<file path="config.mk">
export PLATFORM = sky130hd
export DESIGN_NAME = bffa_scan
export DESIGN_NICKNAME = d
export VERILOG_FILES = /design/src/sv/bffa_pkg.sv /design/src/sv/bffa_scan.sv
export SDC_FILE = /design/constraint.sdc
export NUM_CORES = 1
export LEC_CHECK = 0
export BUFFER_PORTS_ARGS = -buffer_cell sky130_fd_sc_hd__buf_2
export CAP_MARGIN = 20
export CORE_AREA = 2 2 39 41
export DETAILED_ROUTE_END_ITERATION = 6
export DIE_AREA = 0 0 41 43
export PLACE_DENSITY = 0.79
export SLEW_MARGIN = 20
export SYNTH_ARGS = -nofsm -noshare
export SYNTH_HDL_FRONTEND = slang
export SYNTH_SLANG_ARGS = --single-unit
</file>
<file path="constraint.sdc">
create_clock -name vclk -period 1.54
set_input_delay 0.154 -clock vclk [all_inputs]
set_output_delay 0.154 -clock vclk [all_outputs]
set_load 0.1 [all_outputs]
</file>
<file path="src/sv/bffa_pkg.sv">
package bffa_pkg;

  localparam int unsigned MAP_BITS  = 8192;
  localparam int unsigned WORD_BITS = 32;
  localparam int unsigned MAP_WORDS = (MAP_BITS + WORD_BITS - 1) / WORD_BITS;
  localparam int unsigned ADDR_W    = $clog2(MAP_WORDS);
  localparam int unsigned BIT_W     = $clog2(WORD_BITS);

  // Field widths of the ports.
  localparam int unsigned OP_W  = 2;
  localparam int unsigned IDX_W = 13;
  localparam int unsigned CNT_W = 14;
  localparam int unsigned ST_W  = 2;

  typedef enum logic [OP_W-1:0] {
    OP_ALLOC   = 2'd0,
    OP_RELEASE = 2'd1,
    OP_MARK    = 2'd2
  } op_e;

  typedef enum logic [ST_W-1:0] {
    ST_OK    = 2'd0,
    ST_FULL  = 2'd1,
    ST_RANGE = 2'd2
  } status_e;

  typedef struct packed {
    logic                 re;
    logic [ADDR_W-1:0]    raddr;
    logic                 we;
    logic [ADDR_W-1:0]    waddr;
    logic [WORD_BITS-1:0] wdata;
  } map_req_t;

  typedef struct packed {
    logic             found;
    logic [BIT_W-1:0] bit_idx;
  } scan_t;

endpackage

</file>
<file path="src/sv/bffa_scan.sv">
module bffa_scan
  import bffa_pkg::*;
(
  input  logic [WORD_BITS-1:0] word_i,
  output scan_t                res_o
);

  // Lowest clear bit wins; the loop runs high to low so the last hit is the lowest.
  always_comb begin
    res_o = '0;
    for (int i = WORD_BITS - 1; i >= 0; i--) begin
      if (!word_i[i]) begin
        res_o.found   = 1'b1;
        res_o.bit_idx = BIT_W'(i);
      end
    end
  end

endmodule

</file>
==> insert_results.sql, run 1 <==
INSERT INTO impl_metrics (metric_group, metric, value, unit) VALUES
('finish', 'finish.net_count', '146', ''),
('floorplanning', 'ioPinCount', '38', ''),
('detailed_routing', 'detail_route.wirelength.met1', '545', 'um'),
('sta', 'timing.final.setup_violations', '0', ''),
('detailed_routing', 'drcViolationCount', '0', ''),
('finish', 'area_delta_synth_final', '98.0', '%'),
('yosys', 'syn-instance-count', '68', ''),
('yosys', 'ys_warn_count', '0', ''),
('sta', 'final_max_slew_viol_count', '0', ''),
('floorplanning', 'die-area', '1760', 'um2'),
('clock_network', 'ctsHoldBuffers', '0', ''),
('sta', 'max_slew_margin', '72.5', '%'),
('global_routing', 'grt_usage', '14.9', '%'),
('status', 'status', 'completed', ''),
('worst_setup_path', 'worst_ep_required_time', '1.39', 'ns'),
('finish', 'n_clock_buffer', '0', ''),
('finish', 'layout.sequential_cells', '0', ''),
('detailed_routing', 'met3RoutedLength', '116', 'um'),
('detailed_routing', 'length_of_the_first_detailed_routing_pass_in_iterations', '4', ''),
('sta', 'fin_ws', '0.0659', 'ns'),
('floorplanning', 'dieWidth', '41', 'um'),
('detailed_routing', 'routedWlPerCell', '10.1', 'um'),
('worst_setup_path', 'crit_arrival', '1.32', 'ns'),
('detailed_routing', 'drt_iter0_drc', '6', ''),
('sta', 'timing_hold_violations_final', '0', ''),
('worst_setup_path', 'worst_setup_path_category', 'in2out', ''),
('sta', 'timing.fmax', '678', 'MHz'),
('detailed_routing', 'routed-via-count', '679', ''),
('finish', 'diode_insertion_count_for_antenna_repair', '0', ''),
('sta', 'rsz0062_at_grt', 'no', ''),
('sta', 'tightest_slew', '0.409', 'ns'),
('sta', 'layout_min_cycle_time', '1.47', 'ns'),
('finish', 'total_area_of_multi_input_combinational_cells', '395', 'um2'),
('yosys', 'synth_sequential_area_ratio', '0', '%'),
('finish', 'post_route_cells_drive_above_1_share', '49.1', '%'),
('global_routing', 'vias_in_the_first_global_route', '565', ''),
('detailed_routing', 'drt.antenna.violating_nets', '0', ''),
('yosys', 'post_synth_num_cell_types', '24', ''),
('floorplanning', 'initial_utilization', '27.7', '%'),
('placement', 'dpl-instance-area', '746', 'um2'),
('placement', 'post-place-ws', '-0.00599', 'ns'),
('placement', 'globalplace.congestion', '0.725', ''),
('worst_setup_path', 'worstPathMaxFanout', '3', ''),
('sta', 'post-route-period-util', '95.7', '%'),
('floorplanning', 'floorplan.core_area', '1380', 'um2'),
('finish', 'num-fill-cells', '136', ''),
('job', 'maxCapViolCount', '0', ''),
('global_routing', 'grt_first_pass_wirelength', '1.97', 'mm'),
('placement', 'placement.io_buffers', '38', ''),
('global_routing', 'maximum_number_of_pins_on_one_net_before_global_route_repair', '6', ''),
('global_routing', 'number_of_antenna_violations_at_the_first_check_in_global_routing', '0', ''),
('detailed_routing', 'dr_wl_met2', '625', 'um'),
('detailed_routing', 'wirelength', '1.29', 'mm'),
('worst_setup_path', 'setup.worst_path.start_class', 'primary input', ''),
('pwr', 'powerDensity', '234', 'nW/um2'),
('finish', 'flip_flop_and_latch_area', '0', 'um2'),
('pwr', 'ir_worst_vdd', '0.131', 'mV'),
('placement', 'place.detailed.hpwl', '1.18', 'mm'),
('detailed_routing', 'top_layer', 'met3', ''),
('yosys', 'syn_avg_cell_area', '5.63', 'um2'),
('pwr', 'cellLeakagePower', '0.336', 'nW'),
('floorplanning', 'die_height', '43', 'um'),
('finish', 'stdcell_area', '758', 'um2'),
('worst_hold_path', 'hp-class', 'in2out', ''),
('detailed_routing', 'viasPerCell', '5.30', ''),
('floorplanning', 'row_count', '14', ''),
('clock_network', 'postCtsSetupBuffers', '0', ''),
('global_routing', 'globalRouteOverflowTotal', '0', ''),
('yosys', 'synth.cell_area', '383', 'um2'),
('worst_setup_path', 'crit_end_element', 'output port', ''),
('yosys', 'syn_nets', '100', '');
[where the power goes]
part           internal [mW]  total (mW)  switching, mW
Clock                      0           0              0
Combinational         0.0753       0.178          0.102
Sequential                 0           0              0
[placed cells by master (no fill, tap or decap), types with 2 or more instances in the layout]
| cell type | netlist | final |
|---|---|---|
| sky130_fd_sc_hd__a31oi_1 | 4 | 4 |
| sky130_fd_sc_hd__o211ai_1 | 2 | 2 |
| sky130_fd_sc_hd__buf_2 | 0 | 32 |
| sky130_fd_sc_hd__buf_4 | 0 | 6 |
| sky130_fd_sc_hd__nor2_1 | 4 | 3 |
| sky130_fd_sc_hd__buf_12 | 0 | 5 |
| sky130_fd_sc_hd__o21ai_0 | 5 | 5 |
| sky130_fd_sc_hd__o21ai_1 | 3 | 2 |
| sky130_fd_sc_hd__nand4_1 | 9 | 9 |
| sky130_fd_sc_hd__a21oi_1 | 7 | 5 |
| sky130_fd_sc_hd__nand2_2 | 1 | 2 |
| sky130_fd_sc_hd__nand3_1 | 3 | 3 |
| sky130_fd_sc_hd__nand2_1 | 10 | 9 |
| sky130_fd_sc_hd__inv_1 | 7 | 7 |
[logic make-up after synthesis]
kind of cell	count (synthesis)	synth area share, %
and+or+nand+nor	35	52.6
AOI/OAI and AO/OA	26	40.5
buffers and inverters	7	6.86
[cell type report]
cell class | count | area share, %
timing repair buffer | 44 | 41.7
inverter | 7 | 3.47
multi-input combinational | 61 | 52.1
tap | 16 | 2.64
[metrics by stage]
stage	std cells	setup TNS, ns	hold WS, ns	power, mW	utilization [%]
after floorplan	68	-0.583	0.571	0.0755	-
after global placement	128	-0.00247	0.738	0.172	53.9
after detailed placement	128	-0.00599	0.748	0.176	53.9
after CTS	128	0	0.749	0.177	54.1
after global routing	128	0	0.773	0.193	54.8
final	128	0	0.743	0.178	54.8
[metal layers]
metal	GRT usage, %	vias to the layer above
met5	0	-
met3	1.05	0
li1	-	355
met4	0	0
met2	27.5	25
met1	18.7	299
[worst paths after layout]
| check | start | endpoint | slack [ns] | cells after the start |
|---|---|---|---|---|
| setup / recovery | word_i[2] | res_o[4] | 0.07 | 5 |
| hold / removal | word_i[8] | res_o[1] | 0.74 | 4 |
[Yosys cell counts (2+ instances only)]
cell | number | area share [%]
sky130_fd_sc_hd__o211ai_1 | 2 | 3.9
sky130_fd_sc_hd__nand4_1 | 9 | 15
sky130_fd_sc_hd__o21ai_0 | 5 | 6.5
sky130_fd_sc_hd__inv_1 | 7 | 6.9
sky130_fd_sc_hd__o21ai_1 | 3 | 3.9
sky130_fd_sc_hd__nor2_1 | 4 | 3.9
sky130_fd_sc_hd__nand3_1 | 3 | 3.9
sky130_fd_sc_hd__nand2_1 | 10 | 9.8
sky130_fd_sc_hd__a31oi_1 | 4 | 6.5
sky130_fd_sc_hd__a21oi_1 | 7 | 9.1
[worst max-delay path, stage by stage]
cell and delay, ns:
sky130_fd_sc_hd__buf_2 0.09, sky130_fd_sc_hd__nand4_1 0.12, sky130_fd_sc_hd__or3_4 0.43, sky130_fd_sc_hd__nor4_4 0.31
sky130_fd_sc_hd__buf_12 0.21
[repair_timing]
action,in CTS,in global routing
gates cloned,0,0
endpoints found under the setup margin,1,2
resized for setup,1,2
(Power assumes the default switching activity.)
==> inputs of run 2 (changes only) <==
--- a/config.mk
+++ b/config.mk
@@ -7,10 +7,12 @@
 export LEC_CHECK = 0
 export BUFFER_PORTS_ARGS = -buffer_cell sky130_fd_sc_hd__buf_2
 export CAP_MARGIN = 20
-export CORE_AREA = 2 2 39 41
+export CELL_PAD_IN_SITES_DETAIL_PLACEMENT = 1
+export CELL_PAD_IN_SITES_GLOBAL_PLACEMENT = 2
+export CORE_ASPECT_RATIO = 0.8
+export CORE_UTILIZATION = 17
 export DETAILED_ROUTE_END_ITERATION = 6
-export DIE_AREA = 0 0 41 43
-export PLACE_DENSITY = 0.79
+export PLACE_DENSITY = 0.95
 export SLEW_MARGIN = 20
 export SYNTH_ARGS = -nofsm -noshare
 export SYNTH_HDL_FRONTEND = slang
==> run 2 against run 1 <==
  * Final cell count up 10%
  * Worst hold slack better by 0.017 ns
  * Critical path depth unchanged
  * Via count up 5.3%
  * Setup slack worse by 0.012 ns
  * Power up 7.3%
  * Largest power group unchanged
  * Highest routed layer unchanged
==> insert_results.sql, run 2 (same netlist as run 1, synthesis figures left out) <==
INSERT INTO impl_metrics (metric_group, metric, value, unit) VALUES
('sta', 'rsz0062_at_grt', 'no', ''),
('finish', 'mostFrequentLayoutCell', 'sky130_fd_sc_hd__buf_2', ''),
('worst_hold_path', 'hold_path_startpoint', 'word_i[0]', ''),
('detailed_routing', 'drcViolationCount', '0', ''),
('sta', 'tightest_slew', '0.341', 'ns'),
('floorplanning', 'row_count', '14', ''),
('global_routing', 'number_of_antenna_violations_at_the_first_check_in_global_routing', '0', ''),
('pwr', 'overall_power_of_the_completed_layout', '0.191', 'mW'),
('floorplanning', 'floorplan.core_area', '2000', 'um2'),
('finish', 'num-fill-cells', '276', ''),
('floorplanning', 'initial_utilization', '19.2', '%'),
('floorplanning', 'dieWidth', '55.1', 'um'),
('finish', 'n_clock_buffer', '0', ''),
('sta', 'post-route-period-util', '96.5', '%'),
('global_routing', 'vias_in_the_first_global_route', '714', ''),
('detailed_routing', 'drt_iter0_drc', '3', ''),
('floorplanning', 'ioPinCount', '38', ''),
('placement', 'globalplace.congestion', '0.784', ''),
('finish', 'total_area_of_multi_input_combinational_cells', '389', 'um2'),
('detailed_routing', 'drt.antenna.violating_nets', '0', ''),
('detailed_routing', 'wirelength', '1.82', 'mm'),
('worst_setup_path', 'crit_end_element', 'output port', ''),
('sta', 'timing_hold_violations_final', '0', ''),
('worst_hold_path', 'holdPathEnd', 'res_o[0]', ''),
('global_routing', 'maximum_number_of_pins_on_one_net_before_global_route_repair', '6', ''),
('worst_setup_path', 'worst_setup_path_category', 'in2out', ''),
('finish', 'post_route_cells_drive_above_1_share', '50.4', '%'),
('finish', 'flip_flop_and_latch_area', '0', 'um2'),
('floorplanning', 'die_height', '44.4', 'um'),
('pwr', 'ir_worst_vdd', '0.0922', 'mV'),
('placement', 'post-place-ws', '-0.0411', 'ns'),
('finish', 'layout.cells.most_common_list', 'sky130_fd_sc_hd__buf_2 (29), sky130_fd_sc_hd__buf_4 (11), sky130_fd_sc_hd__nand4_1 (9), sky130_fd_sc_hd__nand2_1 (9), sky130_fd_sc_hd__inv_1 (7)', ''),
('placement', 'placement.io_buffers', '38', ''),
('worst_hold_path', 'hp-class', 'in2out', ''),
('detailed_routing', 'routedWlPerCell', '12.9', 'um'),
('sta', 'final_max_slew_viol_count', '0', ''),
('placement', 'place.detailed.hpwl', '1.63', 'mm'),
('global_routing', 'grt_usage', '15.8', '%'),
('worst_hold_path', 'whs_path_depth', '4', ''),
('pwr', 'powerDensity', '235', 'nW/um2'),
('floorplanning', 'die-area', '2450', 'um2'),
('sta', 'fin_ws', '0.0538', 'ns'),
('finish', 'layout.sequential_cells', '0', ''),
('sta', 'timing.final.setup_violations', '0', ''),
('detailed_routing', 'viasPerCell', '5.07', ''),
('sta', 'fin_tns_setup', '0', 'ns'),
('sta', 'timing.fmax', '673', 'MHz'),
('status', 'status', 'completed', ''),
('job', 'maxCapViolCount', '0', ''),
('sta', 'max_slew_margin', '77.1', '%'),
('clock_network', 'postCtsSetupBuffers', '0', ''),
('finish', 'diode_insertion_count_for_antenna_repair', '0', ''),
('worst_setup_path', 'worstPathMaxFanout', '3', ''),
('sta', 'layout_min_cycle_time', '1.49', 'ns'),
('pwr', 'cellLeakagePower', '0.363', 'nW'),
('finish', 'area_delta_synth_final', '111', '%'),
('detailed_routing', 'length_of_the_first_detailed_routing_pass_in_iterations', '4', ''),
('worst_setup_path', 'worst_ep_required_time', '1.39', 'ns'),
('global_routing', 'globalRouteOverflowTotal', '0', ''),
('finish', 'final_util', '40.5', '%'),
('worst_setup_path', 'crit_arrival', '1.33', 'ns'),
('global_routing', 'grt_first_pass_wirelength', '2.93', 'mm'),
('finish', 'finish.net_count', '151', ''),
('detailed_routing', 'routed-via-count', '715', ''),
('worst_setup_path', 'setup.worst_path.start_class', 'primary input', '');
[run 2: report_power, final]
part / total, mW / switching (mW) / internal [mW]
logic: 0.191 / 0.108 / 0.0822
clock network: 0 / 0 / 0
registers: 0 / 0 / 0
[run 2: worst max-delay path, cell delays in order]
cell and delay (ns):
sky130_fd_sc_hd__buf_2 0.09, sky130_fd_sc_hd__nand4_1 0.12, sky130_fd_sc_hd__or3_4 0.42, sky130_fd_sc_hd__nor4_4 0.33, sky130_fd_sc_hd__buf_12 0.21
[run 2: repair_timing]
item / in CTS / in global routing
resized for setup: 2 / 5
pin swaps: 0 / 3
setup endpoints to repair: 2 / 3
hold endpoints to repair: 0 / 0
hold buffers: 0 / 0
[run 2: cell type report]
cell class	instances	share of cell area [%]
well taps	24	3.71
repair buffers	49	45.0
multi-input cells	61	48.1
inverters	7	3.25
[run 2: stage by stage]
stage          hold WS [ns]  instances  cell area [um2]
2_1_floorplan         0.571         68              415
3_3_place_gp          0.777        141              778
3_5_place_dp          0.774        141              778
4_1_cts               0.774        141              783
5_1_grt               0.779        141              810
6_report              0.761        141              810
[run 2: worst max-delay path by stage]
stage | cells past startpoint | startpoint | to | slack (ns)
3_3_place_gp | 6 | word_i[0] | res_o[5] | -0.02
3_5_place_dp | 6 | word_i[0] | res_o[5] | -0.04
4_1_cts | 6 | word_i[0] | res_o[5] | 0.01
5_1_grt | 6 | word_i[24] | res_o[3] | 0.002
6_report | 5 | word_i[3] | res_o[4] | 0.05
2_1_floorplan | 3 | word_i[2] | res_o[4] | -0.41
[run 2: per-layer routing]
layer	share of wire (%)	GRT usage (%)
met1	43	19.3
met2	56	31.1
met3	1.6	0.687
met5	0	0
met4	0	1.00
